`config.mk`:
```
export PLATFORM = sky130hd
export DESIGN_NAME = fixed_field_line_editor_unit_flat
export DESIGN_NICKNAME = d
export VERILOG_FILES = /design/src/rtl/ffle_pkg.sv /design/src/rtl/ffle_if.sv /design/src/rtl/fixed_field_line_editor_unit.sv /design/src/rtl/ffle_cell.sv /design/src/rtl/ffle_ctrl.sv /design/src/flat_wrapper.sv
export VERILOG_INCLUDE_DIRS = /design/src /design/src/rtl
export SDC_FILE = /design/constraint.sdc
export NUM_CORES = 2
export LEC_CHECK = 0
export BUFFER_PORTS_ARGS = -buffer_cell sky130_fd_sc_hd__buf_2
export CORE_AREA = 2 2 219 382
export CTS_CLUSTER_SIZE = 10
export DETAILED_ROUTE_END_ITERATION = 10
export DIE_AREA = 0 0 221 384
export GPL_TIMING_DRIVEN = 0
export PLACE_DENSITY = 0.62
export SLEW_MARGIN = 20
export SYNTH_ARGS = -nofsm -noshare
export SYNTH_HDL_FRONTEND = slang
export SYNTH_HIERARCHICAL = 1
export SYNTH_SLANG_ARGS = --single-unit
export TNS_END_PERCENT = 20
```
`constraint.sdc`:
```
create_clock -name clock -period 21.4 [get_ports clock]
set_input_delay 1.07 -clock clock [delete_from_list [all_inputs] [get_ports clock]]
set_output_delay 1.07 -clock clock [all_outputs]
set_load 0.03 [all_outputs]
```
`src/rtl/assert_macros.svh`:
```
// ----------------------------------------------------------------------------
// Assertion macros
// Shared concurrent assertion forms for the line editor RTL.
// ----------------------------------------------------------------------------
`ifndef ASSERT_MACROS_SVH
`define ASSERT_MACROS_SVH

// Same-cycle implication, off while reset is high
`define ASSERT_HOLDS(label, clk, rst, ante, cons, msg) \
   label: assert property (@(posedge clk) disable iff (rst) (ante) |-> (cons)) \
      else $error(msg);

// Next-cycle implication, off while reset is high
`define ASSERT_NEXT(label, clk, rst, ante, cons, msg) \
   label: assert property (@(posedge clk) disable iff (rst) (ante) |=> (cons)) \
      else $error(msg);

`endif

```
`src/rtl/ffle_pkg.sv`:
```
// ----------------------------------------------------------------------------
// Fixed field line editor package
// Widths, codes, command structs and character classes shared by the RTL.
// ----------------------------------------------------------------------------
`default_nettype none

package ffle_pkg;

   localparam int MAX_LEN = 32;
   localparam int CNT_W   = $clog2(MAX_LEN + 1);
   localparam int IDX_W   = (MAX_LEN > 1) ? $clog2(MAX_LEN) : 1;

   // fixed field widths
   localparam int REQ_W   = 2;
   localparam int LIDX_W  = 5;
   localparam int CHAR_W  = 8;
   localparam int CUR_W   = 6;
   localparam int KIND_W  = 4;
   localparam int CODE_W  = 10;
   localparam int FLEN_W  = 6;
   localparam int CSR_IDX_W = 2;
   localparam int CSR_DAT_W = 6;

   localparam logic [CHAR_W-1:0] CHAR_SPACE = 8'h20;

   // request types
   localparam logic [REQ_W-1:0] REQ_LOAD  = 2'd0;
   localparam logic [REQ_W-1:0] REQ_BEGIN = 2'd1;
   localparam logic [REQ_W-1:0] REQ_KEY   = 2'd2;

   // key kinds
   localparam logic [KIND_W-1:0] KEY_CHAR    = 4'd0;
   localparam logic [KIND_W-1:0] KEY_END     = 4'd1;
   localparam logic [KIND_W-1:0] KEY_HOME    = 4'd2;
   localparam logic [KIND_W-1:0] KEY_TAB     = 4'd3;
   localparam logic [KIND_W-1:0] KEY_LEFT    = 4'd4;
   localparam logic [KIND_W-1:0] KEY_RIGHT   = 4'd5;
   localparam logic [KIND_W-1:0] KEY_DELETE  = 4'd6;
   localparam logic [KIND_W-1:0] KEY_RUBLINE = 4'd7;
   localparam logic [KIND_W-1:0] KEY_RUBWORD = 4'd8;
   localparam logic [KIND_W-1:0] KEY_RESTORE = 4'd9;
   localparam logic [KIND_W-1:0] KEY_EXIT    = 4'd10;

   // register indexes
   localparam logic [CSR_IDX_W-1:0] CSR_FIELD_LEN = 2'd0;
   localparam logic [CSR_IDX_W-1:0] CSR_KEYPUNCH  = 2'd1;
   localparam logic [CSR_IDX_W-1:0] CSR_UPPER     = 2'd2;

   typedef enum logic [2:0] {
      ST_IDLE,
      ST_END_SCAN,
      ST_WORD_SCAN,
      ST_SHIFT,
      ST_RESULT,
      ST_BURST
   } state_type;

   typedef enum logic [2:0] {
      CELL_HOLD,
      CELL_LOAD,
      CELL_COPY,
      CELL_INSERT,
      CELL_SHIFT,
      CELL_ROTATE
   } cell_op_type;

   // broadcast to the whole row
   typedef struct packed {
      cell_op_type        op;
      logic [CNT_W-1:0]   pos;
      logic [CNT_W-1:0]   lo;
      logic [CNT_W-1:0]   len;
      logic [CHAR_W-1:0]  ch;
      logic               clr;
   } cell_cmd_type;

   // per-cell decode of the broadcast
   typedef struct packed {
      logic in_field;
      logic sel;
      logic hit;
      logic last;
   } cell_ctl_type;

   function automatic logic is_printable(input logic [CHAR_W-1:0] c);
      return !((c < 8'd32) || ((c >= 8'd127) && (c < 8'd160)) || (c == 8'd255));
   endfunction

   function automatic logic is_mark(input logic [CHAR_W-1:0] c);
      return (c == CHAR_SPACE) || (c == 8'h2c) || (c == 8'h2e) || (c == 8'h21) ||
             (c == 8'h3f) || (c == 8'h3b) || (c == 8'h3a);
   endfunction

endpackage

`default_nettype wire

```
`src/rtl/ffle_if.sv`:
```
// ----------------------------------------------------------------------------
// Line editor channels
// Valid/ready channels for request words and result words.
// ----------------------------------------------------------------------------
`default_nettype none

interface ffle_req_if;
   logic                            valid;
   logic                            ready;
   logic [ffle_pkg::REQ_W-1:0]      req_type;
   logic [ffle_pkg::LIDX_W-1:0]     load_index;
   logic [ffle_pkg::CHAR_W-1:0]     default_char;
   logic [ffle_pkg::CUR_W-1:0]      start_cursor;
   logic                            blank_on_first;
   logic [ffle_pkg::KIND_W-1:0]     key_kind;
   logic [ffle_pkg::CHAR_W-1:0]     key_char;
   logic [ffle_pkg::CODE_W-1:0]     exit_code;

   modport source (
      output valid, req_type, load_index, default_char, start_cursor,
             blank_on_first, key_kind, key_char, exit_code,
      input  ready
   );
   modport sink (
      input  valid, req_type, load_index, default_char, start_cursor,
             blank_on_first, key_kind, key_char, exit_code,
      output ready
   );
endinterface

interface ffle_rsp_if;
   logic                            valid;
   logic                            ready;
   logic                            bell;
   logic [ffle_pkg::CUR_W-1:0]      cursor_pos;
   logic                            edit_done;
   logic [ffle_pkg::CODE_W-1:0]     done_code;
   logic [ffle_pkg::CHAR_W-1:0]     field_char;
   logic                            last_result;

   modport source (
      output valid, bell, cursor_pos, edit_done, done_code, field_char, last_result,
      input  ready
   );
   modport sink (
      input  valid, bell, cursor_pos, edit_done, done_code, field_char, last_result,
      output ready
   );
endinterface

`default_nettype wire

```
`src/rtl/fixed_field_line_editor_unit.sv`:
```
// Flow: one request at a time; end scans back over trailing spaces, rub-line and
//   rub-word shift the field left, and rub-word first scans back to a word mark.
//   A final field burst gives field_length words, one per cycle while the sink is ready.
// Reset: synchronous, active high; field all spaces, cursor 0, field_length 32,
//   modes off; the default store holds nothing until loaded.
// ----------------------------------------------------------------------------
// Fixed field line editor
// Sequencer plus a row of character cells that shift and rotate the field.
// ----------------------------------------------------------------------------
`default_nettype none

module fixed_field_line_editor_unit (
   input  wire logic                               clock,
   input  wire logic                               reset,
   input  wire logic                               csr_we,
   input  wire logic [ffle_pkg::CSR_IDX_W-1:0]     csr_index,
   input  wire logic [ffle_pkg::CSR_DAT_W-1:0]     csr_wdata,
   ffle_req_if.sink                                req_if,
   ffle_rsp_if.source                              rsp_if
);
   import ffle_pkg::*;

   cell_cmd_type                       cell_cmd;
   logic [MAX_LEN-1:0][CHAR_W-1:0]     cell_chars;

   ffle_ctrl u_ctrl (
      .clock      (clock),
      .reset      (reset),
      .csr_we     (csr_we),
      .csr_index  (csr_index),
      .csr_wdata  (csr_wdata),
      .req_if     (req_if),
      .rsp_if     (rsp_if),
      .cell_chars (cell_chars),
      .cell_cmd   (cell_cmd)
   );

   for (genvar i = 0; i < MAX_LEN; i++) begin : g_cell
      cell_ctl_type      ctl;
      logic [CHAR_W-1:0] left_char;
      logic [CHAR_W-1:0] right_char;

      assign ctl.in_field = (CNT_W'(i) < cell_cmd.len);
      assign ctl.sel      = (CNT_W'(i) >= cell_cmd.lo) && (CNT_W'(i) < cell_cmd.len);
      assign ctl.hit      = (CNT_W'(i) == cell_cmd.pos);
      assign ctl.last     = (CNT_W'(i) == (cell_cmd.len - 1'b1));

      if (i == 0) begin : g_left_edge
         assign left_char = CHAR_SPACE;
      end else begin : g_left
         assign left_char = cell_chars[i-1];
      end

      if (i == MAX_LEN - 1) begin : g_right_edge
         assign right_char = CHAR_SPACE;
      end else begin : g_right
         assign right_char = cell_chars[i+1];
      end

      ffle_cell u_cell (
         .clock      (clock),
         .reset      (reset),
         .cmd        (cell_cmd),
         .ctl        (ctl),
         .left_char  (left_char),
         .right_char (right_char),
         .first_char (cell_chars[0]),
         .edit_char  (cell_chars[i])
      );
   end

endmodule

`default_nettype wire

```
`src/rtl/ffle_cell.sv`:
```
// ----------------------------------------------------------------------------
// Line editor cell
// One field position: edit character and default character, fed by neighbours.
// ----------------------------------------------------------------------------
`default_nettype none

module ffle_cell (
   input  wire logic                          clock,
   input  wire logic                          reset,
   input  wire ffle_pkg::cell_cmd_type        cmd,
   input  wire ffle_pkg::cell_ctl_type        ctl,
   input  wire logic [ffle_pkg::CHAR_W-1:0]   left_char,
   input  wire logic [ffle_pkg::CHAR_W-1:0]   right_char,
   input  wire logic [ffle_pkg::CHAR_W-1:0]   first_char,
   output      logic [ffle_pkg::CHAR_W-1:0]   edit_char
);
   import ffle_pkg::*;

   logic [CHAR_W-1:0] edit_ff, edit_in;
   logic [CHAR_W-1:0] def_ff, def_in;

   always_comb begin
      edit_in = edit_ff;
      def_in  = def_ff;
      case (cmd.op)
         CELL_LOAD: begin
            if (ctl.hit) def_in = cmd.ch;
         end
         CELL_COPY: begin
            if (ctl.in_field) edit_in = def_ff;
         end
         CELL_INSERT: begin
            // place the character at the cursor; when armed blank the rest of the field, else open a gap
            if (ctl.hit && ctl.in_field) begin
               edit_in = cmd.ch;
            end else if (ctl.sel) begin
               edit_in = cmd.clr ? CHAR_SPACE : left_char;
            end else if (cmd.clr && ctl.in_field) begin
               edit_in = CHAR_SPACE;
            end
         end
         CELL_SHIFT: begin
            if (ctl.sel) edit_in = ctl.last ? CHAR_SPACE : right_char;
         end
         CELL_ROTATE: begin
            if (ctl.in_field) edit_in = ctl.last ? first_char : right_char;
         end
         default: begin
            edit_in = edit_ff;
         end
      endcase
   end

   always_ff @(posedge clock) begin
      if (reset) begin
         edit_ff <= CHAR_SPACE;
      end else begin
         edit_ff <= edit_in;
      end
   end

   always_ff @(posedge clock) begin
      def_ff <= def_in;
   end

   assign edit_char = edit_ff;

endmodule

`default_nettype wire

```
`src/rtl/ffle_ctrl.sv`:
```
// ----------------------------------------------------------------------------
// Line editor sequencer
// Decodes requests and keys, drives the cell row, scans and emits results.
// ----------------------------------------------------------------------------
`default_nettype none
`include "assert_macros.svh"

module ffle_ctrl (
   input  wire logic                                             clock,
   input  wire logic                                             reset,
   input  wire logic                                             csr_we,
   input  wire logic [ffle_pkg::CSR_IDX_W-1:0]                   csr_index,
   input  wire logic [ffle_pkg::CSR_DAT_W-1:0]                   csr_wdata,
   ffle_req_if.sink                                              req_if,
   ffle_rsp_if.source                                            rsp_if,
   input  wire logic [ffle_pkg::MAX_LEN-1:0][ffle_pkg::CHAR_W-1:0] cell_chars,
   output      ffle_pkg::cell_cmd_type                           cell_cmd
);
   import ffle_pkg::*;

   state_type state_ff, state_in;

   logic [FLEN_W-1:0] field_len_ff;
   logic              keypunch_ff;
   logic              upper_ff;

   logic [CNT_W-1:0]  cursor_ff, cursor_in;
   logic              clear_ff, clear_in;
   logic [CUR_W-1:0]  start_ff, start_in;
   logic              blank_ff, blank_in;
   logic              bell_ff, bell_in;
   logic [CODE_W-1:0] code_ff, code_in;
   logic [CNT_W-1:0]  cnt_ff, cnt_in;
   logic [CNT_W-1:0]  ptr_ff, ptr_in;
   logic [CNT_W-1:0]  lo_ff, lo_in;

   logic [CNT_W-1:0]  len;
   logic [CNT_W-1:0]  cur;
   logic              req_fire;
   logic              rsp_fire;
   logic              print;
   logic [CHAR_W-1:0] ch_up;
   logic              ins_full;
   logic [CNT_W-1:0]  ins_cur;
   logic              kp_done;
   logic [CNT_W-1:0]  begin_cur;
   logic [CNT_W-1:0]  restore_cur;
   logic [CNT_W-1:0]  scan_ptr;
   logic [CHAR_W-1:0] scan_char;
   logic              end_step;
   logic              word_step;
   logic [CNT_W-1:0]  word_cnt;
   logic              burst_last;

   // field length used clamped to 1..MAX_LEN
   always_comb begin
      if (field_len_ff == '0) begin
         len = CNT_W'(1);
      end else if (int'(field_len_ff) > MAX_LEN) begin
         len = CNT_W'(MAX_LEN);
      end else begin
         len = CNT_W'(field_len_ff);
      end
   end

   assign cur       = (cursor_ff > len) ? len : cursor_ff;
   assign req_fire  = req_if.valid && req_if.ready;
   assign rsp_fire  = rsp_if.valid && rsp_if.ready;
   assign print     = is_printable(req_if.key_char);
   assign ch_up     = (upper_ff && (req_if.key_char >= 8'h61) && (req_if.key_char <= 8'h7a))
                      ? (req_if.key_char - 8'h20) : req_if.key_char;
   assign ins_full  = (cur >= len);
   assign ins_cur   = ins_full ? cur : (cur + 1'b1);
   assign kp_done   = (ins_cur >= len) && keypunch_ff;
   assign begin_cur = req_if.blank_on_first ? '0 :
                      ((int'(req_if.start_cursor) > int'(len)) ? len
                                                               : CNT_W'(req_if.start_cursor));
   assign restore_cur = blank_ff ? '0 :
                        ((int'(start_ff) > int'(len)) ? len : CNT_W'(start_ff));

   // end scan looks left of the cursor, word scan at the stop position
   assign scan_ptr   = (state_ff == ST_END_SCAN) ? (cursor_ff - 1'b1) : ptr_ff;
   assign scan_char  = cell_chars[scan_ptr[IDX_W-1:0]];
   assign end_step   = (cursor_ff != '0) && (scan_char == CHAR_SPACE);
   assign word_step  = (ptr_ff != '0) && !is_mark(scan_char);
   assign word_cnt   = cursor_ff - 1'b1 - ptr_ff;
   assign burst_last = (cnt_ff == (len - 1'b1));

   // next state
   always_comb begin
      state_in = state_ff;
      case (state_ff)
         ST_IDLE: begin
            if (req_fire) begin
               case (req_if.req_type)
                  REQ_LOAD:  state_in = ST_IDLE;
                  REQ_BEGIN: state_in = ST_RESULT;
                  REQ_KEY: begin
                     case (req_if.key_kind)
                        KEY_CHAR: begin
                           if (!print || kp_done) state_in = ST_BURST;
                           else                   state_in = ST_RESULT;
                        end
                        KEY_END:     state_in = ST_END_SCAN;
                        KEY_HOME, KEY_TAB, KEY_LEFT, KEY_RIGHT, KEY_DELETE,
                        KEY_RESTORE: state_in = ST_RESULT;
                        KEY_RUBLINE: state_in = (cur == '0) ? ST_RESULT : ST_SHIFT;
                        KEY_RUBWORD: state_in = (cur == '0) ? ST_RESULT : ST_WORD_SCAN;
                        KEY_EXIT:    state_in = ST_BURST;
                        default:     state_in = ST_BURST;
                     endcase
                  end
                  default: state_in = ST_IDLE;
               endcase
            end
         end
         ST_END_SCAN: begin
            if (!end_step) state_in = ST_RESULT;
         end
         ST_WORD_SCAN: begin
            if (!word_step) state_in = (word_cnt == '0) ? ST_RESULT : ST_SHIFT;
         end
         ST_SHIFT: begin
            if (cnt_ff == CNT_W'(1)) state_in = ST_RESULT;
         end
         ST_RESULT: begin
            if (rsp_fire) state_in = ST_IDLE;
         end
         ST_BURST: begin
            if (rsp_fire && burst_last) state_in = ST_IDLE;
         end
         default: state_in = ST_IDLE;
      endcase
   end

   // editing state and result fields
   always_comb begin
      cursor_in = cursor_ff;
      clear_in  = clear_ff;
      start_in  = start_ff;
      blank_in  = blank_ff;
      bell_in   = bell_ff;
      code_in   = code_ff;
      cnt_in    = cnt_ff;
      ptr_in    = ptr_ff;
      lo_in     = lo_ff;
      case (state_ff)
         ST_IDLE: begin
            if (req_fire && (req_if.req_type == REQ_BEGIN)) begin
               start_in  = req_if.start_cursor;
               blank_in  = req_if.blank_on_first;
               clear_in  = req_if.blank_on_first;
               cursor_in = begin_cur;
               bell_in   = 1'b0;
            end else if (req_fire && (req_if.req_type == REQ_KEY)) begin
               clear_in  = 1'b0;
               cursor_in = cur;
               bell_in   = 1'b0;
               code_in   = '0;
               cnt_in    = '0;
               case (req_if.key_kind)
                  KEY_CHAR: begin
                     if (!print) begin
                        code_in = req_if.exit_code;
                     end else begin
                        bell_in   = ins_full;
                        cursor_in = ins_cur;
                     end
                  end
                  KEY_END:  cursor_in = len;
                  KEY_HOME: cursor_in = '0;
                  KEY_TAB:  bell_in = 1'b1;
                  KEY_LEFT: begin
                     if (cur == '0) bell_in = 1'b1;
                     else           cursor_in = cur - 1'b1;
                  end
                  KEY_RIGHT: begin
                     if (cur >= len) bell_in = 1'b1;
                     else            cursor_in = cur + 1'b1;
                  end
                  KEY_DELETE: begin
                     if (cur != '0) cursor_in = cur - 1'b1;
                  end
                  KEY_RUBLINE: begin
                     cursor_in = '0;
                     cnt_in    = cur;
                     lo_in     = '0;
                  end
                  KEY_RUBWORD: begin
                     if (cur == '0) bell_in = 1'b1;
                     else           ptr_in  = cur - 1'b1;
                  end
                  KEY_RESTORE: begin
                     clear_in  = blank_ff;
                     cursor_in = restore_cur;
                  end
                  KEY_EXIT: code_in = req_if.exit_code;
                  default:  code_in = req_if.exit_code;
               endcase
            end
         end
         ST_END_SCAN: begin
            if (end_step) cursor_in = cursor_ff - 1'b1;
         end
         ST_WORD_SCAN: begin
            if (word_step) begin
               ptr_in = ptr_ff - 1'b1;
            end else begin
               cnt_in    = word_cnt;
               lo_in     = ptr_ff + 1'b1;
               cursor_in = ptr_ff;
            end
         end
         ST_SHIFT: begin
            cnt_in = cnt_ff - 1'b1;
         end
         ST_BURST: begin
            if (rsp_fire) cnt_in = cnt_ff + 1'b1;
         end
         default: begin
            cnt_in = cnt_ff;
         end
      endcase
   end

   // outputs: handshake, result word and row command
   always_comb begin
      req_if.ready       = (state_ff == ST_IDLE);
      rsp_if.valid       = (state_ff == ST_RESULT) || (state_ff == ST_BURST);
      rsp_if.bell        = bell_ff;
      rsp_if.cursor_pos  = CUR_W'(cursor_ff);
      rsp_if.edit_done   = (state_ff == ST_BURST);
      rsp_if.done_code   = (state_ff == ST_BURST) ? code_ff : '0;
      rsp_if.field_char  = (state_ff == ST_BURST) ? cell_chars[0] : '0;
      rsp_if.last_result = (state_ff == ST_RESULT) || burst_last;

      cell_cmd     = '0;
      cell_cmd.op  = CELL_HOLD;
      cell_cmd.len = len;
      case (state_ff)
         ST_IDLE: begin
            if (req_fire && (req_if.req_type == REQ_LOAD)) begin
               cell_cmd.op  = CELL_LOAD;
               cell_cmd.pos = CNT_W'(req_if.load_index);
               cell_cmd.ch  = req_if.default_char;
            end else if (req_fire && (req_if.req_type == REQ_BEGIN)) begin
               cell_cmd.op = CELL_COPY;
            end else if (req_fire && (req_if.req_type == REQ_KEY)) begin
               if ((req_if.key_kind == KEY_CHAR) && print) begin
                  cell_cmd.op  = CELL_INSERT;
                  cell_cmd.pos = cur;
                  cell_cmd.lo  = ins_full ? len : (cur + 1'b1);
                  cell_cmd.ch  = ch_up;
                  cell_cmd.clr = clear_ff;
               end else if ((req_if.key_kind == KEY_DELETE) && (cur != '0)) begin
                  cell_cmd.op = CELL_SHIFT;
                  cell_cmd.lo = cur - 1'b1;
               end else if (req_if.key_kind == KEY_RESTORE) begin
                  cell_cmd.op = CELL_COPY;
               end
            end
         end
         ST_SHIFT: begin
            cell_cmd.op = CELL_SHIFT;
            cell_cmd.lo = lo_ff;
         end
         ST_BURST: begin
            // advance the ring so the next character sits in cell zero
            if (rsp_fire) cell_cmd.op = CELL_ROTATE;
         end
         default: begin
            cell_cmd.op = CELL_HOLD;
         end
      endcase
   end

   always_ff @(posedge clock) begin
      if (reset) begin
         state_ff     <= ST_IDLE;
         field_len_ff <= FLEN_W'(MAX_LEN);
         keypunch_ff  <= 1'b0;
         upper_ff     <= 1'b0;
         cursor_ff    <= '0;
         clear_ff     <= 1'b0;
         start_ff     <= '0;
         blank_ff     <= 1'b0;
      end else begin
         state_ff  <= state_in;
         cursor_ff <= cursor_in;
         clear_ff  <= clear_in;
         start_ff  <= start_in;
         blank_ff  <= blank_in;
         if (csr_we) begin
            case (csr_index)
               CSR_FIELD_LEN: field_len_ff <= csr_wdata[FLEN_W-1:0];
               CSR_KEYPUNCH:  keypunch_ff  <= csr_wdata[0];
               CSR_UPPER:     upper_ff     <= csr_wdata[0];
               default:       keypunch_ff  <= keypunch_ff;
            endcase
         end
      end
   end

   always_ff @(posedge clock) begin
      bell_ff <= bell_in;
      code_ff <= code_in;
      cnt_ff  <= cnt_in;
      ptr_ff  <= ptr_in;
      lo_ff   <= lo_in;
   end

   `ASSERT_HOLDS(a_no_overlap, clock, reset, req_if.ready, !rsp_if.valid, "request taken while a result word is pending")
   `ASSERT_HOLDS(a_cursor_clamped, clock, reset, (state_ff != ST_IDLE), (cursor_ff <= len), "cursor beyond field while busy")
   `ASSERT_HOLDS(a_shift_count, clock, reset, (state_ff == ST_SHIFT), (cnt_ff != '0), "shift pass with zero count")
   `ASSERT_NEXT(a_burst_ends, clock, reset, (rsp_fire && rsp_if.edit_done && rsp_if.last_result), (state_ff == ST_IDLE), "burst did not return to idle")

endmodule

`default_nettype wire
```
`src/flat_wrapper.sv`:
```
// flat-port wrapper written by rule: the top's interface ports become plain ports
module fixed_field_line_editor_unit_flat import ffle_pkg::*;
  (clock, reset, csr_we, csr_index, csr_wdata, req_if_valid, req_if_req_type, req_if_load_index, req_if_default_char, req_if_start_cursor, req_if_blank_on_first, req_if_key_kind, req_if_key_char, req_if_exit_code, req_if_ready, rsp_if_valid, rsp_if_bell, rsp_if_cursor_pos, rsp_if_edit_done, rsp_if_done_code, rsp_if_field_char, rsp_if_last_result, rsp_if_ready);
  ffle_req_if req_if_i ();
  ffle_rsp_if rsp_if_i ();
  input  wire logic clock;
  input  wire logic reset;
  input  wire logic csr_we;
  input  wire logic [ffle_pkg::CSR_IDX_W-1:0] csr_index;
  input  wire logic [ffle_pkg::CSR_DAT_W-1:0] csr_wdata;
  input wire logic [$bits(req_if_i.valid)-1:0] req_if_valid;
  input wire logic [$bits(req_if_i.req_type)-1:0] req_if_req_type;
  input wire logic [$bits(req_if_i.load_index)-1:0] req_if_load_index;
  input wire logic [$bits(req_if_i.default_char)-1:0] req_if_default_char;
  input wire logic [$bits(req_if_i.start_cursor)-1:0] req_if_start_cursor;
  input wire logic [$bits(req_if_i.blank_on_first)-1:0] req_if_blank_on_first;
  input wire logic [$bits(req_if_i.key_kind)-1:0] req_if_key_kind;
  input wire logic [$bits(req_if_i.key_char)-1:0] req_if_key_char;
  input wire logic [$bits(req_if_i.exit_code)-1:0] req_if_exit_code;
  output wire logic [$bits(req_if_i.ready)-1:0] req_if_ready;
  output wire logic [$bits(rsp_if_i.valid)-1:0] rsp_if_valid;
  output wire logic [$bits(rsp_if_i.bell)-1:0] rsp_if_bell;
  output wire logic [$bits(rsp_if_i.cursor_pos)-1:0] rsp_if_cursor_pos;
  output wire logic [$bits(rsp_if_i.edit_done)-1:0] rsp_if_edit_done;
  output wire logic [$bits(rsp_if_i.done_code)-1:0] rsp_if_done_code;
  output wire logic [$bits(rsp_if_i.field_char)-1:0] rsp_if_field_char;
  output wire logic [$bits(rsp_if_i.last_result)-1:0] rsp_if_last_result;
  input wire logic [$bits(rsp_if_i.ready)-1:0] rsp_if_ready;
  assign req_if_i.valid = req_if_valid;
  assign req_if_i.req_type = req_if_req_type;
  assign req_if_i.load_index = req_if_load_index;
  assign req_if_i.default_char = req_if_default_char;
  assign req_if_i.start_cursor = req_if_start_cursor;
  assign req_if_i.blank_on_first = req_if_blank_on_first;
  assign req_if_i.key_kind = req_if_key_kind;
  assign req_if_i.key_char = req_if_key_char;
  assign req_if_i.exit_code = req_if_exit_code;
  assign req_if_ready = req_if_i.ready;
  assign rsp_if_valid = rsp_if_i.valid;
  assign rsp_if_bell = rsp_if_i.bell;
  assign rsp_if_cursor_pos = rsp_if_i.cursor_pos;
  assign rsp_if_edit_done = rsp_if_i.edit_done;
  assign rsp_if_done_code = rsp_if_i.done_code;
  assign rsp_if_field_char = rsp_if_i.field_char;
  assign rsp_if_last_result = rsp_if_i.last_result;
  assign rsp_if_i.ready = rsp_if_ready;
  fixed_field_line_editor_unit u_core (.clock(clock), .reset(reset), .csr_we(csr_we), .csr_index(csr_index), .csr_wdata(csr_wdata), .req_if(req_if_i), .rsp_if(rsp_if_i));
endmodule
```
======== Word-level counts from Yosys, hierarchy flattened ========
Index checks and enable logic that the tools add are counted.
storage, ports and cells
  word-level logic and storage cells ...... 1025
  bits in registers ....................... 566
cells by class
  bitwise operators ....................... 1
  $lt $le $gt $ge ......................... 76
  muxes and demuxes ....................... 403
  eq/ne operators ......................... 239
  reduce and logical (&&, ||, !) cells .... 219
  add/subtract/negate cells ............... 10
operators by type and width
  kind                 count
  $mux 8               290
  $pmux 8 s4           32
  $mux 6               35
  $eq 5x6->1 const A   32
  $reduce_and 5->1     33
  $ne 2x2->1 const B   73
  $ne 4x3->1 const B   32
  $logic_and 1x1->1    110
  $eq 4x6->1 const A   16
  $ge 5x6->1 const A   16
  $lt 5x6->1 const A   16
  $ne 2x1->1 const B   38
  $reduce_and 2->1     37
  $eq 8x6->1 const B   7
  $eq 3x6->1 const A   8
  $ge 4x6->1 const A   8
  $lt 4x6->1 const A   8
  $mux 9               5
  $pmux 6 s7           1
  $bmux 8 s5           1
  $mux 3               13
  $pmux 6 s2           3
  $logic_not 6->1      5
  $sub 6x1->6 const B  5
  other kinds (62)     124

======== Depth between registers and ports, before layout ========
  depth after elaboration ................. 18
  mapped depth ............................ 31
  gate-level depth less buffers ........... 28

======== Modules after synthesis ========
Netlist, hierarchy kept.
by module, submodules not included
  module                        area an instance (um^2)  cells an instance  sequential area each (um^2)  times used
  ffle_cell                     973.4                    101                400.4                        32
  ffle_ctrl                     8202.9                   1121               1371.3                       1
  fixed_field_line_editor_unit  1193.6                   239                0.0                          1

======== Worst setup path before layout ========
No wires, ideal clock.
  path type ............................... register to register
  start ................................... reg u_core.u_ctrl.state_ff[0]
  end ..................................... reg u_core.g_cell[12].u_cell.edit_ff[5]
  path slack .............................. 7.037 ns
  path buffers ............................ 3
  setup time .............................. 0.122 ns
  cell stages (with the launch flop) ...... 12
  data arrival time ....................... 14.241 ns
  cell sequence ........................... dfxtp_1 buf_2 nor3_1 and3_1 clkbuf_1 a21oi_1 a211oi_1 buf_2 nand3_1 nor2_2 a22oi_1 a311o_1
RTL lines
  item                    RTL line          text
  start, declared         ffle_ctrl.sv:21   state_type state_ff, state_in;
  start signal, assigned  ffle_ctrl.sv:288  state_ff <= state_in;
  end signal, assigned    ffle_cell.sv:58   edit_ff <= edit_in;
  end, declared           ffle_cell.sv:19   logic [CHAR_W-1:0] edit_ff, edit_in;

==> impl_metrics.ini <==
[timing]
fmax_mhz = 103
clock_skew_ns = 0.0260
finalSetupViolCount = 0
finalCritPeriodShare_pct = 45.3
hold_viol = 0
rsz0062_at_grt = false
tightest_slew_ns = 1.23
min_period_ns = 9.69
final-max-slew-violation-count = 0
fin_ws_ns = 11.71
worst_slew_margin_rel_pct = 17.7
tns_ns = 0

[clocking]
cts_resized = 0
hold_buffers = 0
cts_tree = built
cts_made_buffers = 68
cts_max_level = 3
cts_buffer_depth = 3
insertion_delay_ns = 0.67
path_clk_slew_ns = 0.06
postCtsSetupBuffers = 0
cts_sinks = 566
cts_root_buf = clkbuf_16

[floorplanning]
start_util_pct = 49.5
die_w_um = 221
ios = 86
die_h_um = 384
core_um2 = 81900
die_area_um2 = 84900
core.rowCount = 139

[route]
drt-initial-drc-count = 4874
first_pass_iters = 6
wl_per_cell_um = 33.7
vias = 42566
via_per_inst = 7.18
drc = 0
antenna_left = 0
drt_wl_total_mm = 199

[cells_and_area]
fill_cells = 7558
drive_above_1_share_pct = 15.4
nets = 4916
syn2layout_area_growth_pct = 12.5

[synth]
yosys_most_used_dff = edfxtp_1
synth_top_area_share_pct = 21.1
synthDistinctLibCells = 96
synth-warning-count = 6
yosysSeqAreaShare_pct = 35.0
synth_async_sr_flop_share_pct = 0
yosys.cell_count.top_type = nand2_1
ys_top_cells_by_count = nand2_1, nor2_1, edfxtp_1, dfxtp_1, a22oi_1
synth_area_um2 = 40500
yosys-top-cells-area = edfxtp_1, dfxtp_1, a22oi_1, a221oi_1, nand2_1
yosys_register_bits = 566
synth_top_area_cell = edfxtp_1
syn_area_per_cell_um2 = 8.83
synthCells = 4592
synth_edf_count = 285

[grt]
grt_overflow = 0
grt_pass1_wl_mm = 282
grtUsageTotal_pct = 45.5
antenna_found_initial = 12
grt_pass1_vias = 40459
grt_max_degree = 42

[placement]
hpwl_mm = 142
gp_congestion = 1.05
port-buffer-count = 84
place_ws_ns = 12.14

[hold_path]
hold_path_class = reg2reg

[power]
power_density_nw_per_um2 = 73.2
cellLeakagePower_nw = 17.1
irDropWorstVdd_mv = 0.0709
finalPower_mw = 3.34

[worst_setup_path]
crit_arrival_ns = 10.24
crit_path_end_kind = register
start_kind = register
cp.required_ns = 21.95
crit_fanout = 13
worst-setup-path-type = reg2reg

[status]
outcome = finished clean

[flow_run]
maxCapViolCount = 0
cells by family after synthesis:
family	count (synthesis)	share of synthesized area [%]
buffers and inverters	547	6.34
muxes	128	3.42
and+or+nand+nor	1499	18.5
other	2	0.0185
AOI/OAI and AO/OA	1760	34.3
DFF	566	35.0
xor gates and xnor gates	40	0.864
adders and majority gates	50	1.56
per-layer routing:
metal / track usage, % / up-vias / share of wire, % / wire length (um)
met4: 45.4 / 6 / 12 / 23800
met2: 73.3 / 2870 / 45 / 90500
li1: - / 18241 / - / -
met5: 0 / - / 0.020 / 39
met3: 11.4 / 1078 / 9.7 / 19400
met1: 47.7 / 20371 / 33 / 65800
final timing paths:
path | depth (start not counted) | slack [ns] | to | from
max | 23 | 11.71 | u_core/g_cell[10].u_cell/edit_char[5] | u_core/u_ctrl/field_len_ff[5]
min reg2reg | 2 | 0.46 | u_core/u_ctrl/start_ff[0] | u_core/u_ctrl/start_ff[0]
max reg2reg | 23 | 11.71 | u_core/g_cell[10].u_cell/edit_char[5] | u_core/u_ctrl/field_len_ff[5]
min | 2 | 0.46 | u_core/u_ctrl/start_ff[0] | u_core/u_ctrl/start_ff[0]
metrics by stage:
stage	utilization [%]	std cells	hold slack, ns	area [um^2]
3_5_place_dp	53.0	5795	0.454	43400
4_1_cts	55.5	5917	0.463	45500
5_1_grt	55.7	5921	0.492	45600
2_1_floorplan	-	4606	0.436	40600
3_3_place_gp	51.7	5747	0.447	42300
6_report	55.7	5926	0.461	45600
critical path, stage by stage (launching register included):
cell       delay [ns]
dfxtp_1          0.53
clkinv_1         0.58
nand2_1          0.79
ha_1             0.37
a211oi_1         0.22
nor2_1           0.08
o32ai_1          0.28
buf_2            0.32
mux2i_1          0.99
ha_1             0.31
nand2_1          0.13
nor4_1           0.80
nor3_1           0.31
nand2_1          0.20
or2_2            0.22
o21ai_0          0.11
a22o_1           0.32
clkbuf_1         0.35
a21o_1           0.38
a221oi_1         0.97
nand2b_1         0.20
a2111oi_4        0.56
a22oi_1          0.19
a311o_1          0.34
layout by cell type (no fill, tap or decap), types with 33 or more instances in the layout:
cell type / n
and2_1: 69
o31ai_1: 229
buf_2: 271
edfxtp_1: 285
nor2_2: 65
a31oi_1: 235
dfxtp_1: 273
nand2_1: 476
buf_4: 41
o21ai_0: 78
clkbuf_1: 123
nor3_1: 68
o21bai_1: 33
a21oi_1: 128
nor2_1: 322
a221oi_1: 205
a22oi_1: 263
mux2i_1: 109
ha_1: 49
nor3b_1: 45
clkbuf_16: 71
inv_1: 217
a22o_1: 39
a211o_1: 196
nand3_1: 107
o22ai_1: 45
o221ai_1: 38
nand2b_1: 146
or2_1: 36
power by group:
group,switching [mW],internal [mW]
registers,0.102,1.19
clock network,0.490,0.622
logic,0.645,0.294
registers in the layout, summed over array words and instances, names as in the netlist:
name	cells
u_core/g_cell.u_cell/def_ff	256
u_core/g_cell.u_cell/edit_char	256
u_core/u_ctrl/blank_ff	1
u_core/u_ctrl/clear_ff	1
u_core/u_ctrl/cnt_ff	6
u_core/u_ctrl/code_ff	10
u_core/u_ctrl/field_len_ff	6
u_core/u_ctrl/keypunch_ff	1
u_core/u_ctrl/lo_ff	6
u_core/u_ctrl/ptr_ff	6
u_core/u_ctrl/rsp_if.bell	1
u_core/u_ctrl/rsp_if.cursor_pos	6
u_core/u_ctrl/start_ff	6
u_core/u_ctrl/state_ff	3
u_core/u_ctrl/upper_ff	1
final cells by class:
type,instances,area (um^2),area share [%]
plain buffers,324,1740,3.81
well taps,1057,1320,2.90
multi-input cells,3493,24100,52.9
flip-flops and latches,566,14200,31.2
diodes,8,20.0,0.0439
clock inverters,7,73.8,0.162
clock buffers,115,1950,4.28
inverters,223,837,1.84
repair buffers,133,1320,2.89
Note: power is estimated with default switching activity, not from simulation.
